**config.mk**
```make
export PLATFORM = sky130hd
export DESIGN_NAME = pulse_rate_peak_detector_core
export DESIGN_NICKNAME = d
export VERILOG_FILES = /design/src/rtl/core/prpd_pkg.sv /design/src/rtl/core/pulse_rate_peak_detector_core.sv /design/src/rtl/core/prpd_sort_cell.sv /design/src/rtl/core/prpd_median.sv /design/src/rtl/core/prpd_divider.sv
export SDC_FILE = /design/constraint.sdc
export NUM_CORES = 2
export LEC_CHECK = 0
export ABC_CLOCK_PERIOD_IN_PS = 19600
export BUFFER_PORTS_ARGS = -buffer_cell sky130_fd_sc_hd__buf_2
export CORE_MARGIN = 2
export CORE_UTILIZATION = 60
export DETAILED_ROUTE_END_ITERATION = 8
export PLACE_DENSITY = 0.73
export RECOVER_POWER = 100
export SLEW_MARGIN = 0
export SYNTH_ARGS = -nofsm -noshare
export SYNTH_HDL_FRONTEND = slang
export SYNTH_SLANG_ARGS = --single-unit
```
**constraint.sdc**
```tcl
create_clock -name clk -period 19.6 [get_ports clk]
set_clock_uncertainty 0.05 [all_clocks]
set_input_delay 0.98 -clock clk [delete_from_list [all_inputs] [get_ports clk]]
set_output_delay 0.98 -clock clk [all_outputs]
set_load 0.1 [all_outputs]
```
**src/rtl/core/prpd_pkg.sv**
```systemverilog
// prpd_pkg: shared types and constants of the pulse rate peak detector
// used by every module in rtl/core, depends on nothing

package prpd_pkg;

	localparam int unsigned NUM_REGS = 7;
	localparam int unsigned CFG_BITS = 23;
	localparam int unsigned IDX_BITS = 3;

	localparam logic [IDX_BITS-1:0] REG_AMP_ON     = 3'd0;
	localparam logic [IDX_BITS-1:0] REG_AMP_OFF    = 3'd1;
	localparam logic [IDX_BITS-1:0] REG_HOLD_ON    = 3'd2;
	localparam logic [IDX_BITS-1:0] REG_HOLD_OFF   = 3'd3;
	localparam logic [IDX_BITS-1:0] REG_WARMUP     = 3'd4;
	localparam logic [IDX_BITS-1:0] REG_MIN_INT    = 3'd5;
	localparam logic [IDX_BITS-1:0] REG_START_THR  = 3'd6;

	localparam logic [1:0] ST_NO_FINGER = 2'd0;
	localparam logic [1:0] ST_WARMING   = 2'd1;
	localparam logic [1:0] ST_NO_RATE   = 2'd2;
	localparam logic [1:0] ST_RATE      = 2'd3;

	localparam logic [31:0] RATE_NUM   = 32'd15360000;
	localparam int unsigned IGNORE_MAX = 3;

	typedef struct packed {
		logic        load;
		logic [15:0] value;
	} prpd_cell_in_t;

endpackage

```
**src/rtl/core/pulse_rate_peak_detector_core.sv**
```systemverilog
// pulse_rate_peak_detector_core: top level of the pulse rate peak detector
// depends on prpd_pkg, prpd_median and prpd_divider
//
// Usage: samples enter on the in channel (ac_sample, time_ms) with
// in_valid/in_ready; one result word per sample leaves on the out channel
// (status, rate_bpm, finger_present) with out_valid/out_ready.
// Registers are written through cfg_we/cfg_index/cfg_data; the user must
// write them only while idle, the block itself does not enforce it.
// A sample that gives no new rate passes S_AMP_HI and S_AMP_LO (the
// amplitude average divide by 20) and S_STEP before out_valid. A sample
// with a peak and a full interval history goes on through S_SORT (load of
// the sort cells), S_MED (the median sort chain), S_DIV (the bit-serial
// divider) and S_RATE. One sample is worked on at a time, so a new word
// is taken only after the previous result word has been taken.
// Reset clears all state but the interval history and loads register
// defaults; history entries are filled before they are read. When the
// receiver stalls the result word holds in the output register and
// in_ready stays low until taken.

module pulse_rate_peak_detector_core #(
	parameter int unsigned HISTORY_DEPTH = 7,
	parameter int unsigned SAMPLE_BITS   = 24
) (
	input  logic                          clk,
	input  logic                          arst_n,
	input  logic                          in_valid,
	output logic                          in_ready,
	input  logic signed [SAMPLE_BITS-1:0] ac_sample,
	input  logic [31:0]                   time_ms,
	output logic                          out_valid,
	input  logic                          out_ready,
	output logic [1:0]                    status,
	output logic [7:0]                    rate_bpm,
	output logic                          finger_present,
	input  logic                          cfg_we,
	input  logic [prpd_pkg::IDX_BITS-1:0] cfg_index,
	input  logic [prpd_pkg::CFG_BITS-1:0] cfg_data
);
	import prpd_pkg::*;

	localparam int unsigned AB = SAMPLE_BITS + 8;
	localparam int unsigned PB = (SAMPLE_BITS + 2 > 26) ? SAMPLE_BITS + 2 : 26;
	localparam int unsigned HCW = $clog2(HISTORY_DEPTH + 1);
	localparam int unsigned NB = AB + 2;
	localparam int unsigned LB = NB / 2;
	localparam int unsigned CB = LB + 3;
	localparam int unsigned KB = CB + 2;
	localparam logic [KB-1:0] RECIP5_AMP = KB'(((64'd1 << KB) + 64'd4) / 64'd5);
	localparam logic [18:0] RECIP5_Q21 = 19'd419431;

	typedef enum logic [3:0] {
		S_IDLE, S_AMP_HI, S_AMP_LO, S_STEP, S_SORT, S_MED, S_DIV, S_RATE, S_OUT
	} state_t;

	state_t state_q;

	logic [22:0] amp_on_q, amp_off_q, start_thr_q;
	logic [15:0] hold_on_q, hold_off_q, warmup_q, min_int_q;

	logic [AB-1:0]            amp_avg_q;
	logic                     finger_q, hold_cnt_q, seeking_q, last_valid_q, ravg_valid_q;
	logic [31:0]              hold_start_q, finger_on_q, last_time_q;
	logic signed [PB-1:0]     peak_level_q;
	logic signed [SAMPLE_BITS-1:0] prev_q, cand_q, x_q;
	logic [31:0]              now_q;
	logic [1:0]               ign_q;
	logic [HCW-1:0]           icnt_q;
	logic [15:0]              hist_q [HISTORY_DEPTH];
	logic [15:0]              ravg_q;
	logic [1:0]               status_q;
	logic [7:0]               rate_q;
	logic [NB-1:0]            n_s1;
	logic [CB-1:0]            qh_s2;

	// floor(n/5) for n below 2^CB
	function automatic logic [CB-1:0] div5(input logic [CB-1:0] n);
		logic [CB+KB-1:0] p;
		p = (CB+KB)'(n) * (CB+KB)'(RECIP5_AMP);
		return CB'(p >> KB);
	endfunction

	// amplitude average stage, divide by 20 as a shift and two chunks by 5
	logic [SAMPLE_BITS-1:0] absx;
	logic [AB+5:0]          amp_sum;
	logic [CB-1:0]          amp_hi, amp_rem, amp_lo;
	logic [AB-1:0]          amp_div;
	assign absx    = ac_sample[SAMPLE_BITS-1] ? SAMPLE_BITS'(-ac_sample) : ac_sample;
	assign amp_sum = (AB+6)'(amp_avg_q) * (AB+6)'(19) + ((AB+6)'(absx) << 8) + (AB+6)'(10);
	assign amp_hi  = CB'(n_s1[NB-1:LB]);
	assign amp_rem = amp_hi - qh_s2 * CB'(5);
	assign amp_lo  = {amp_rem[2:0], n_s1[LB-1:0]};
	assign amp_div = AB'({qh_s2, {LB{1'b0}}} + (CB+LB)'(div5(amp_lo)));

	// sequential step logic on registered sample
	logic [HISTORY_DEPTH*16-1:0] hist_flat;
	logic med_start, med_done, div_start, div_done;
	logic [15:0] median;
	logic [31:0] quotient;

	always_comb begin
		for (int i = 0; i < HISTORY_DEPTH; i++) hist_flat[i*16 +: 16] = hist_q[i];
	end

	prpd_median #(.DEPTH(HISTORY_DEPTH)) u_median (
		.clk(clk), .arst_n(arst_n), .start(med_start), .hist(hist_flat),
		.done(med_done), .median(median)
	);

	logic [15:0] m1;
	assign m1 = (median == 16'd0) ? 16'd1 : median;

	prpd_divider u_div (
		.clk(clk), .arst_n(arst_n), .start(div_start),
		.dividend(RATE_NUM + 32'(m1[15:1])), .divisor(m1),
		.done(div_done), .quotient(quotient)
	);

	assign med_start = (state_q == S_SORT);
	assign div_start = (state_q == S_MED) && med_done;

	// combinational view of one step after amplitude update
	logic        f_n, hc_n, sk_n, lv_n, rv_n, step_rate;
	logic [31:0] hs_n, fo_n, lt_n;
	logic signed [PB-1:0] pl_n;
	logic signed [SAMPLE_BITS-1:0] pv_n, cd_n;
	logic [1:0]  ig_n, st_n;
	logic [HCW-1:0] ic_n;
	logic        push;
	logic [15:0] push_v;
	logic [31:0] dt;

	function automatic logic ign_q_lt(input logic [1:0] c);
		return c < 2'(IGNORE_MAX);
	endfunction

	always_comb begin
		f_n = finger_q; hc_n = hold_cnt_q; hs_n = hold_start_q; fo_n = finger_on_q;
		sk_n = seeking_q; pl_n = peak_level_q; pv_n = prev_q; cd_n = cand_q;
		lt_n = last_time_q; lv_n = last_valid_q; ig_n = ign_q; ic_n = icnt_q;
		rv_n = ravg_valid_q; st_n = ST_NO_RATE; push = 1'b0; push_v = '0;
		step_rate = 1'b0; dt = '0;
		if (!finger_q) begin
			if (64'(amp_avg_q) > (64'(amp_on_q) << 8)) begin
				if (!hc_n) begin hc_n = 1'b1; hs_n = now_q; end
				if ((now_q - hs_n) >= 32'(hold_on_q)) begin
					f_n = 1'b1; fo_n = now_q; pv_n = '0;
					hc_n = 1'b0; hs_n = '0; sk_n = 1'b1;
					pl_n = PB'({start_thr_q, 2'b00}); lt_n = '0; lv_n = 1'b0;
					ig_n = '0; ic_n = '0; rv_n = 1'b0;
				end
			end else hc_n = 1'b0;
		end else begin
			if (64'(amp_avg_q) < (64'(amp_off_q) << 8)) begin
				if (!hc_n) begin hc_n = 1'b1; hs_n = now_q; end
				if ((now_q - hs_n) >= 32'(hold_off_q)) begin
					f_n = 1'b0;
					hc_n = 1'b0; hs_n = '0; sk_n = 1'b1;
					pl_n = PB'({start_thr_q, 2'b00}); lt_n = '0; lv_n = 1'b0;
					ig_n = '0; ic_n = '0; rv_n = 1'b0;
				end
			end else hc_n = 1'b0;
		end
		if (!f_n) begin
			st_n = ST_NO_FINGER;
		end else if ((now_q - fo_n) < 32'(warmup_q)) begin
			st_n = ST_WARMING;
		end else begin
			if (sk_n && ($signed({x_q, 2'b00}) > pl_n) && (pv_n < x_q)) begin
				cd_n = x_q; sk_n = 1'b0;
			end
			if (!sk_n && (x_q < pv_n)) begin
				dt = lv_n ? (now_q - lt_n) : 32'd0;
				sk_n = 1'b1;
				if (lv_n && (dt < 32'(min_int_q))) begin
					st_n = ST_WARMING;
				end else begin
					lt_n = now_q; lv_n = 1'b1;
					pl_n = (PB'(cd_n) < PB'(30 * 1024)) ? PB'(30 * 1024) : PB'(cd_n);
					if (ign_q_lt(ig_n)) begin
						ig_n = ig_n + 2'd1; st_n = ST_WARMING;
					end else begin
						if (dt != 32'd0) begin
							push = 1'b1;
							push_v = (dt > 32'd65535) ? 16'hFFFF : dt[15:0];
							if (ic_n < HCW'(HISTORY_DEPTH)) ic_n = ic_n + 1'b1;
						end
						if (ic_n >= HCW'(HISTORY_DEPTH)) step_rate = 1'b1;
					end
				end
			end
		end
	end

	// rate average, divide by 10 as a shift and a reciprocal multiply
	logic [31:0] r_sat;
	logic [19:0] ravg_sum;
	logic [37:0] ravg_prod;
	logic [15:0] ravg_new;
	logic [8:0]  q9;
	assign r_sat     = (quotient > 32'd65535) ? 32'd65535 : quotient;
	assign ravg_sum  = 20'(ravg_q) * 20'd7 + 20'(r_sat[15:0]) * 20'd3 + 20'd5;
	assign ravg_prod = 38'(ravg_sum[19:1]) * 38'(RECIP5_Q21);
	assign ravg_new  = ravg_valid_q ? ravg_prod[36:21] : r_sat[15:0];
	assign q9        = 9'(({1'b0, ravg_new} + 17'd128) >> 8);

	assign in_ready = (state_q == S_IDLE);

	always_ff @(posedge clk or negedge arst_n) begin
		if (!arst_n) begin
			amp_on_q <= 23'd12800; amp_off_q <= 23'd5120; hold_on_q <= 16'd500;
			hold_off_q <= 16'd500; warmup_q <= 16'd2000; min_int_q <= 16'd300;
			start_thr_q <= 23'd7680;
		end else if (cfg_we) begin
			case (cfg_index)
				REG_AMP_ON:    amp_on_q    <= cfg_data;
				REG_AMP_OFF:   amp_off_q   <= cfg_data;
				REG_HOLD_ON:   hold_on_q   <= cfg_data[15:0];
				REG_HOLD_OFF:  hold_off_q  <= cfg_data[15:0];
				REG_WARMUP:    warmup_q    <= cfg_data[15:0];
				REG_MIN_INT:   min_int_q   <= cfg_data[15:0];
				REG_START_THR: start_thr_q <= cfg_data;
				default: ;
			endcase
		end
	end

	always_ff @(posedge clk) begin
		if (state_q == S_STEP && push) begin
			if (icnt_q < HCW'(HISTORY_DEPTH)) begin
				hist_q[icnt_q] <= push_v;
			end else begin
				for (int i = 0; i < HISTORY_DEPTH - 1; i++) hist_q[i] <= hist_q[i+1];
				hist_q[HISTORY_DEPTH-1] <= push_v;
			end
		end
	end

	always_ff @(posedge clk or negedge arst_n) begin
		if (!arst_n) begin
			state_q <= S_IDLE;
			amp_avg_q <= '0; finger_q <= 1'b0; hold_cnt_q <= 1'b0; hold_start_q <= '0;
			finger_on_q <= '0; seeking_q <= 1'b1; peak_level_q <= PB'(7680 * 4);
			prev_q <= '0; cand_q <= '0; last_time_q <= '0; last_valid_q <= 1'b0;
			ign_q <= '0; icnt_q <= '0; ravg_q <= '0; ravg_valid_q <= 1'b0;
			status_q <= ST_NO_FINGER; rate_q <= '0; out_valid <= 1'b0;
			x_q <= '0; now_q <= '0; n_s1 <= '0; qh_s2 <= '0;
		end else begin
			case (state_q)
				S_IDLE: begin
					if (in_valid) begin
						n_s1 <= amp_sum[AB+3:2];
						x_q <= ac_sample; now_q <= time_ms;
						state_q <= S_AMP_HI;
					end
				end
				S_AMP_HI: begin
					qh_s2 <= div5(amp_hi);
					state_q <= S_AMP_LO;
				end
				S_AMP_LO: begin
					amp_avg_q <= amp_div;
					state_q <= S_STEP;
				end
				S_STEP: begin
					finger_q <= f_n; hold_cnt_q <= hc_n; hold_start_q <= hs_n;
					finger_on_q <= fo_n; seeking_q <= sk_n; peak_level_q <= pl_n;
					cand_q <= cd_n; last_time_q <= lt_n; last_valid_q <= lv_n;
					ign_q <= ig_n; icnt_q <= ic_n; prev_q <= x_q;
					if (!rv_n) begin ravg_valid_q <= 1'b0; ravg_q <= '0; end
					status_q <= st_n; rate_q <= '0;
					if (step_rate) state_q <= S_SORT;
					else begin out_valid <= 1'b1; state_q <= S_OUT; end
				end
				S_SORT: begin
					state_q <= S_MED;
				end
				S_MED: begin
					if (med_done) state_q <= S_DIV;
				end
				S_DIV: begin
					if (div_done) state_q <= S_RATE;
				end
				S_RATE: begin
					ravg_q <= ravg_new; ravg_valid_q <= 1'b1;
					rate_q <= q9[8] ? 8'hFF : q9[7:0];
					status_q <= ST_RATE; out_valid <= 1'b1; state_q <= S_OUT;
				end
				S_OUT: begin
					if (out_ready) begin out_valid <= 1'b0; state_q <= S_IDLE; end
				end
				default: state_q <= S_IDLE;
			endcase
		end
	end

	assign status         = status_q;
	assign rate_bpm       = rate_q;
	assign finger_present = finger_q;

	a_ready_out: assert property (@(posedge clk) disable iff (!arst_n)
		!(in_ready && out_valid)) else $error("input taken while word pending");
	a_rate_only_on3: assert property (@(posedge clk) disable iff (!arst_n)
		(out_valid && status_q != ST_RATE) |-> rate_q == 8'd0)
		else $error("rate without valid status");
	a_nofinger: assert property (@(posedge clk) disable iff (!arst_n)
		(out_valid && !finger_q) |-> status_q == ST_NO_FINGER)
		else $error("status disagrees with finger flag");
endmodule

```
**src/rtl/core/prpd_sort_cell.sv**
```systemverilog
// prpd_sort_cell: one cell of the sorting chain for the interval median
// depends on prpd_pkg

module prpd_sort_cell (
	input  logic        clk,
	input  logic        arst_n,
	input  logic        load,
	input  logic [15:0] load_val,
	input  logic        step,
	input  logic        odd_phase,
	input  logic        pair_lo,
	input  logic [15:0] left_val,
	input  logic [15:0] right_val,
	input  logic        has_left,
	input  logic        has_right,
	output logic [15:0] val
);
	import prpd_pkg::*;

	logic [15:0] val_q;
	logic        lower;

	// pair parity: pair_lo is the lower side in even phases, lower in this phase
	assign lower = pair_lo ^ odd_phase;

	always_ff @(posedge clk or negedge arst_n) begin
		if (!arst_n) begin
			val_q <= '0;
		end else if (load) begin
			val_q <= load_val;
		end else if (step) begin
			if (lower && has_right) begin
				if (val_q > right_val) val_q <= right_val;
			end else if (!lower && has_left) begin
				if (left_val > val_q) val_q <= left_val;
			end
		end
	end

	assign val = val_q;
endmodule

```
**src/rtl/core/prpd_median.sv**
```systemverilog
// prpd_median: odd-even transposition sort over a row of sort cells
// depends on prpd_pkg and prpd_sort_cell

module prpd_median #(
	parameter int unsigned DEPTH = 7
) (
	input  logic                  clk,
	input  logic                  arst_n,
	input  logic                  start,
	input  logic [DEPTH*16-1:0]   hist,
	output logic                  done,
	output logic [15:0]           median
);
	import prpd_pkg::*;

	localparam int unsigned CW = $clog2(DEPTH + 1);

	logic [15:0] v [DEPTH];
	logic [CW-1:0] cnt_q;
	logic busy_q;
	logic done_q;

	genvar g;
	generate
		for (g = 0; g < DEPTH; g++) begin : g_cell
			prpd_sort_cell u_cell (
				.clk       (clk),
				.arst_n    (arst_n),
				.load      (start),
				.load_val  (hist[g*16 +: 16]),
				.step      (busy_q),
				.odd_phase (cnt_q[0]),
				.pair_lo   ((g % 2) == 0),
				.left_val  (v[(g == 0) ? 0 : g - 1]),
				.right_val (v[(g == DEPTH - 1) ? g : g + 1]),
				.has_left  (g != 0),
				.has_right (g != DEPTH - 1),
				.val       (v[g])
			);
		end
	endgenerate

	always_ff @(posedge clk or negedge arst_n) begin
		if (!arst_n) begin
			cnt_q  <= '0;
			busy_q <= 1'b0;
			done_q <= 1'b0;
		end else begin
			done_q <= 1'b0;
			if (start) begin
				busy_q <= 1'b1;
				cnt_q  <= '0;
			end else if (busy_q) begin
				if (cnt_q == CW'(DEPTH - 1)) begin
					busy_q <= 1'b0;
					done_q <= 1'b1;
				end
				cnt_q <= cnt_q + 1'b1;
			end
		end
	end

	assign done   = done_q;
	assign median = v[DEPTH/2];
endmodule

```
**src/rtl/core/prpd_divider.sv**
```systemverilog
// prpd_divider: restoring divider for the rate, one quotient bit a cycle
// depends on prpd_pkg

module prpd_divider (
	input  logic        clk,
	input  logic        arst_n,
	input  logic        start,
	input  logic [31:0] dividend,
	input  logic [15:0] divisor,
	output logic        done,
	output logic [31:0] quotient
);
	import prpd_pkg::*;

	logic [31:0] quo_q;
	logic [16:0] rem_q;
	logic [15:0] dvs_q;
	logic [5:0]  cnt_q;
	logic        busy_q;
	logic        done_q;
	logic [16:0] trial;
	logic [17:0] diff;

	assign trial = {rem_q[15:0], quo_q[31]};
	assign diff  = {1'b0, trial} - {2'b00, dvs_q};

	always_ff @(posedge clk or negedge arst_n) begin
		if (!arst_n) begin
			busy_q <= 1'b0;
			done_q <= 1'b0;
			cnt_q  <= '0;
			quo_q  <= '0;
			rem_q  <= '0;
			dvs_q  <= '0;
		end else begin
			done_q <= 1'b0;
			if (start) begin
				busy_q <= 1'b1;
				cnt_q  <= '0;
				quo_q  <= dividend;
				rem_q  <= '0;
				dvs_q  <= divisor;
			end else if (busy_q) begin
				if (!diff[17]) begin
					rem_q <= diff[16:0];
					quo_q <= {quo_q[30:0], 1'b1};
				end else begin
					rem_q <= trial;
					quo_q <= {quo_q[30:0], 1'b0};
				end
				cnt_q <= cnt_q + 1'b1;
				if (cnt_q == 6'd31) begin
					busy_q <= 1'b0;
					done_q <= 1'b1;
				end
			end
		end
	end

	assign done     = done_q;
	assign quotient = quo_q;
endmodule

```
==> impl_metrics.sql <==
INSERT INTO impl_metrics (metric_group, metric, value, unit) VALUES
('clocking', 'post_cts_hold_fix_bufs', '0', ''),
('timing', 'number_of_hold_violations_in_the_final_report', '0', ''),
('floorplanning', 'floorplan.io_pins', '100', ''),
('clocking', 'cts.repair.resized', '0', ''),
('floorplanning', 'dieArea', '119000', 'sq um'),
('min_path', 'hold_class', 'flip-flop to flip-flop', ''),
('logic_synthesis', 'yosys.area.top_type', 'sky130_fd_sc_hd__dfrtp_1', ''),
('floorplanning', 'fp-row-count', '125', ''),
('job', 'maxCapViolations', '29', ''),
('floorplanning', 'horizontal_die_dimension', '345', 'microns'),
('place', 'finalWeightedCongestion', '0.942', ''),
('clocking', 'cts_buffers', '85', ''),
('place', 'dp_hpwl', '139000', 'microns'),
('worst_setup_path', 'r2r_start', 'hold_cnt_q$_DFFE_PN0N_', ''),
('status', 'failed_checks', 'max-capacitance violations, max-slew violations', ''),
('logic_synthesis', 'mappedNetlistNets', '8852', ''),
('timing', 'setup_repair_after_global_routing_missed_its_margin', 'no', ''),
('timing', 'achievable_frequency', '63.9', 'MHz'),
('place', 'pre_cts_slack', '6090', 'ps'),
('clocking', 'worst_setup_hold_path_clk_slew', '60', 'ps'),
('status', 'status', 'complete, but fails checks', ''),
('timing', 'min_period', '15650', 'ps'),
('worst_setup_path', 'timing.critical_path.to', 'last_time_q[20]$_DFFE_PN0N_', ''),
('timing', 'worst_slew_margin_rel', '-335', '%'),
('logic_synthesis', 'synth_area_leaders', 'sky130_fd_sc_hd__dfrtp_1 23%, sky130_fd_sc_hd__ha_1 17%, sky130_fd_sc_hd__fa_1 13%', ''),
('worst_setup_path', 'setup.reg_to_reg.worst_slack', '3950', 'ps'),
('drt', 'via_count', '53300', ''),
('worst_setup_path', 'cp_common_cell', 'sky130_fd_sc_hd__a21o_1', ''),
('timing', 'timing.final.setup_violations', '0', ''),
('worst_setup_path', 'setup_crit_path_kind', 'flip-flop to flip-flop', ''),
('drt', 'finalWirelength', '181000', 'microns'),
('floorplanning', 'core-area', '116000', 'sq um'),
('clocking', 'clock_tree.root_cell', 'sky130_fd_sc_hd__clkbuf_16', ''),
('worst_setup_path', 'crit_path_start', 'hold_cnt_q$_DFFE_PN0N_', ''),
('layout', 'syn2layout_area_growth', '6.42', '%'),
('clocking', 'cts_setup_buffers', '0', ''),
('grt', 'first_global_vias', '53800', ''),
('drt', 'firstDrtPassIters', '7', ''),
('grt', 'grt.total_usage', '30.7', '%'),
('drt', 'avgRoutedWirePerCell', '20.3', 'microns'),
('logic_synthesis', 'synth_seq_cells', '782', ''),
('logic_synthesis', 'synth_top_flop_cell', 'sky130_fd_sc_hd__dfrtp_1', ''),
('worst_setup_path', 'cp-start-kind', 'flip-flop', ''),
('logic_synthesis', 'number_of_synthesized_flops_with_an_enable_pin', '112', ''),
('drt', 'route.antenna.remaining_nets', '0', ''),
('clocking', 'clock_sinks', '782', ''),
('grt', 'grt_antenna_before_repair', '17', ''),
('worst_setup_path', 'setup.worst_path.end_class', 'flip-flop', ''),
('timing', 'setup_tns', '0', 'ps'),
('clocking', 'cts_max_level', '3', ''),
('timing', 'timing.final.max_slew_violations', '1558', ''),
('clocking', 'clk-insertion-delay-late', '680', 'ps'),
('grt', 'grt_start_max_net_pins', '154', ''),
('timing', 'final.hold.worst_slack', '425', 'ps'),
('worst_setup_path', 'maximum_fanout_along_the_worst_path', '43', ''),
('timing', 'tightestPinTransition', '6520', 'ps'),
('logic_synthesis', 'synthesis.instances', '7348', ''),
('logic_synthesis', 'async_reset_ff_share', '85.7', '%'),
('min_path', 'worst_hold_startpoint', 'prev_q[4]$_DFFE_PN0N_', ''),
('floorplanning', 'vertical_die_dimension', '345', 'microns'),
('grt', 'grt_pass1_wl', '294000', 'microns'),
('timing', 'post-route-period-util', '79.9', '%'),
('place', 'portBuffers', '99', ''),
('clocking', 'tritoncts', 'built', ''),
('logic_synthesis', 'synth_sequential_area_ratio', '28.8', '%'),
('floorplanning', 'start_util', '60.4', '%'),
('drt', 'dr.first_iter.drc_count', '4519', ''),
('layout', 'finalNetCount', '8831', ''),
('layout', 'drive_gt1_share', '6.92', '%'),
('logic_synthesis', 'syn-mean-instance-area', '9.52', 'sq um'),
('worst_setup_path', 'critical_path_arrival', '16200', 'ps');
-- routing by layer --
layer / up-vias / wire [microns] / global-route usage [%]
met5: - / 107 / 0
li1: 25000 / - / -
met2: 1648 / 82300 / 48.4
met3: 352 / 12500 / 5.25
met1: 26300 / 81200 / 43.7
met4: 16 / 5060 / 8.49
-- flip-flops by register name, indices dropped and copies added, names as in the netlist, 26 cells and up --
name,count
amp_avg_q,32
n_s1,34
now_q,32
u_median.g_cell.u_cell.val,112
hist_q,112
u_div.quotient,32
peak_level_q,26
last_time_q,32
finger_on_q,32
hold_start_q,32
-- synth_stat cells (10+ instances only) --
cell	count
sky130_fd_sc_hd__o21ai_0	442
sky130_fd_sc_hd__dfrtp_1	634
sky130_fd_sc_hd__nor2b_1	60
sky130_fd_sc_hd__fa_1	450
sky130_fd_sc_hd__nor2_1	389
sky130_fd_sc_hd__and4_1	10
sky130_fd_sc_hd__mux2_2	176
sky130_fd_sc_hd__nand2_1	633
sky130_fd_sc_hd__and2_1	29
sky130_fd_sc_hd__mux2i_1	248
sky130_fd_sc_hd__a22o_1	39
sky130_fd_sc_hd__nand3_1	71
sky130_fd_sc_hd__xnor2_1	138
sky130_fd_sc_hd__buf_1	22
sky130_fd_sc_hd__a31o_2	13
sky130_fd_sc_hd__or2_2	20
sky130_fd_sc_hd__xor2_1	85
sky130_fd_sc_hd__dfstp_2	36
sky130_fd_sc_hd__nand3b_1	11
sky130_fd_sc_hd__or4_1	11
sky130_fd_sc_hd__nor4_1	26
sky130_fd_sc_hd__a31oi_1	41
sky130_fd_sc_hd__clkbuf_1	197
sky130_fd_sc_hd__buf_2	33
sky130_fd_sc_hd__o21bai_1	24
sky130_fd_sc_hd__and3_1	26
sky130_fd_sc_hd__a22oi_1	13
sky130_fd_sc_hd__a211oi_1	132
sky130_fd_sc_hd__nand2b_1	76
sky130_fd_sc_hd__ha_1	967
sky130_fd_sc_hd__a21o_1	127
sky130_fd_sc_hd__or3_1	37
sky130_fd_sc_hd__nand4_1	70
sky130_fd_sc_hd__o211ai_1	57
sky130_fd_sc_hd__nor3_1	68
sky130_fd_sc_hd__o2111ai_1	46
sky130_fd_sc_hd__inv_1	1184
sky130_fd_sc_hd__o21a_1	60
sky130_fd_sc_hd__a21oi_1	329
sky130_fd_sc_hd__o31ai_1	31
sky130_fd_sc_hd__edfxtp_1	112
sky130_fd_sc_hd__a21boi_0	17
-- final cells by class --
type / instances / area [sq um]
antenna: 4 / 10.0
clock buffer: 122 / 2490
clock inverter: 38 / 355
fill: 9455 / 41500
inverter: 1185 / 4450
multi-input combinational: 5122 / 44300
sequential: 782 / 20200
tap: 1524 / 1910
timing repair buffer: 151 / 737
-- how the worst min path moves through the flow --
stage                                                         endpoint  slack, ps  depth (start not counted)
after floorplan                                  prev_q[0]$_DFFE_PN0N_        390                          2
after global placement                           prev_q[4]$_DFFE_PN0N_        410                          2
after detailed placement                        prev_q[14]$_DFFE_PN0N_        410                          2
after CTS                 u_median.g_cell[6].u_cell.val[9]$_DFFE_PN0P_        330                          1
after global routing                             prev_q[7]$_DFFE_PN0N_        440                          2
final                                            prev_q[4]$_DFFE_PN0N_        430                          2
-- worst max-delay path: cells and delay by family (launching register included) --
| kind | cells | cell delay, ps |
|---|---|---|
| buffers and inverters | 5 | 3800 |
| XOR/XNOR | 1 | 220 |
| AO/OA/AOI/OAI | 20 | 5960 |
| adder cells (fa/ha/maj) | 4 | 1440 |
| flip-flops | 1 | 1540 |
| AND/OR/NAND/NOR | 11 | 2490 |
-- through the flow --
step           util, %  instance area [sq um]  std cells
2_1_floorplan        -                  69900       7348
3_3_place_gp      62.0                  71800       8764
3_5_place_dp      62.0                  71800       8764
4_1_cts           64.4                  74700       8924
5_1_grt           64.2                  74400       8926
6_report          64.2                  74400       8928
-- layout by cell type, fill, tap and decap left out, types with 18 or more instances in the layout --
cell                        Yosys  routed
sky130_fd_sc_hd__buf_2         33      82
sky130_fd_sc_hd__and3_1        26      26
sky130_fd_sc_hd__xor2_1        85      85
sky130_fd_sc_hd__a211oi_1     132     132
sky130_fd_sc_hd__edfxtp_1     112     112
sky130_fd_sc_hd__inv_1       1184    1184
sky130_fd_sc_hd__o21ai_0      442     443
sky130_fd_sc_hd__a21o_1       127     127
sky130_fd_sc_hd__buf_4          2      18
sky130_fd_sc_hd__nor3_1        68      66
sky130_fd_sc_hd__or2_2         20      21
sky130_fd_sc_hd__clkbuf_16      0      86
sky130_fd_sc_hd__xnor2_1      138     138
sky130_fd_sc_hd__o21a_1        60      60
sky130_fd_sc_hd__or3_1         37      36
sky130_fd_sc_hd__nand2b_1      76      76
sky130_fd_sc_hd__ha_1         967     967
sky130_fd_sc_hd__a21oi_1      329     329
sky130_fd_sc_hd__and2_1        29      20
sky130_fd_sc_hd__nor2b_1       60      60
sky130_fd_sc_hd__o31ai_1       31      30
sky130_fd_sc_hd__dfstp_2       36      36
sky130_fd_sc_hd__nor4_1        26      26
sky130_fd_sc_hd__nor2_1       389     387
sky130_fd_sc_hd__mux2i_1      248     248
sky130_fd_sc_hd__nand4_1       70      70
sky130_fd_sc_hd__a31oi_1       41      41
sky130_fd_sc_hd__dfrtp_1      634     632
sky130_fd_sc_hd__o211ai_1      57      57
sky130_fd_sc_hd__clkbuf_1     197      67
sky130_fd_sc_hd__o2111ai_1     46      46
sky130_fd_sc_hd__clkbuf_8       0      20
sky130_fd_sc_hd__a22o_1        39      39
sky130_fd_sc_hd__o21bai_1      24      23
sky130_fd_sc_hd__fa_1         450     450
sky130_fd_sc_hd__nand2_1      633     632
sky130_fd_sc_hd__nand3_1       71      71
sky130_fd_sc_hd__mux2_2       176     176
-- logic make-up (layout without fill, tap and decap cells) --
family | count (synthesis) | count (layout) | synth area share (%)
muxes | 424 | 424 | 6.38
xor gates and xnor gates | 223 | 223 | 2.79
adders and majority gates | 1417 | 1417 | 30.2
buffers and inverters | 1444 | 1496 | 7.87
and+or+nand+nor | 1568 | 1568 | 10.3
AOI/OAI and AO/OA | 1490 | 1490 | 13.6
DFF | 782 | 782 | 28.8
other | 0 | 4 | 0
Power is left out: the tool's default activity adds up to more than one toggle a clock period on the data nets, which glitch-free logic cannot reach.
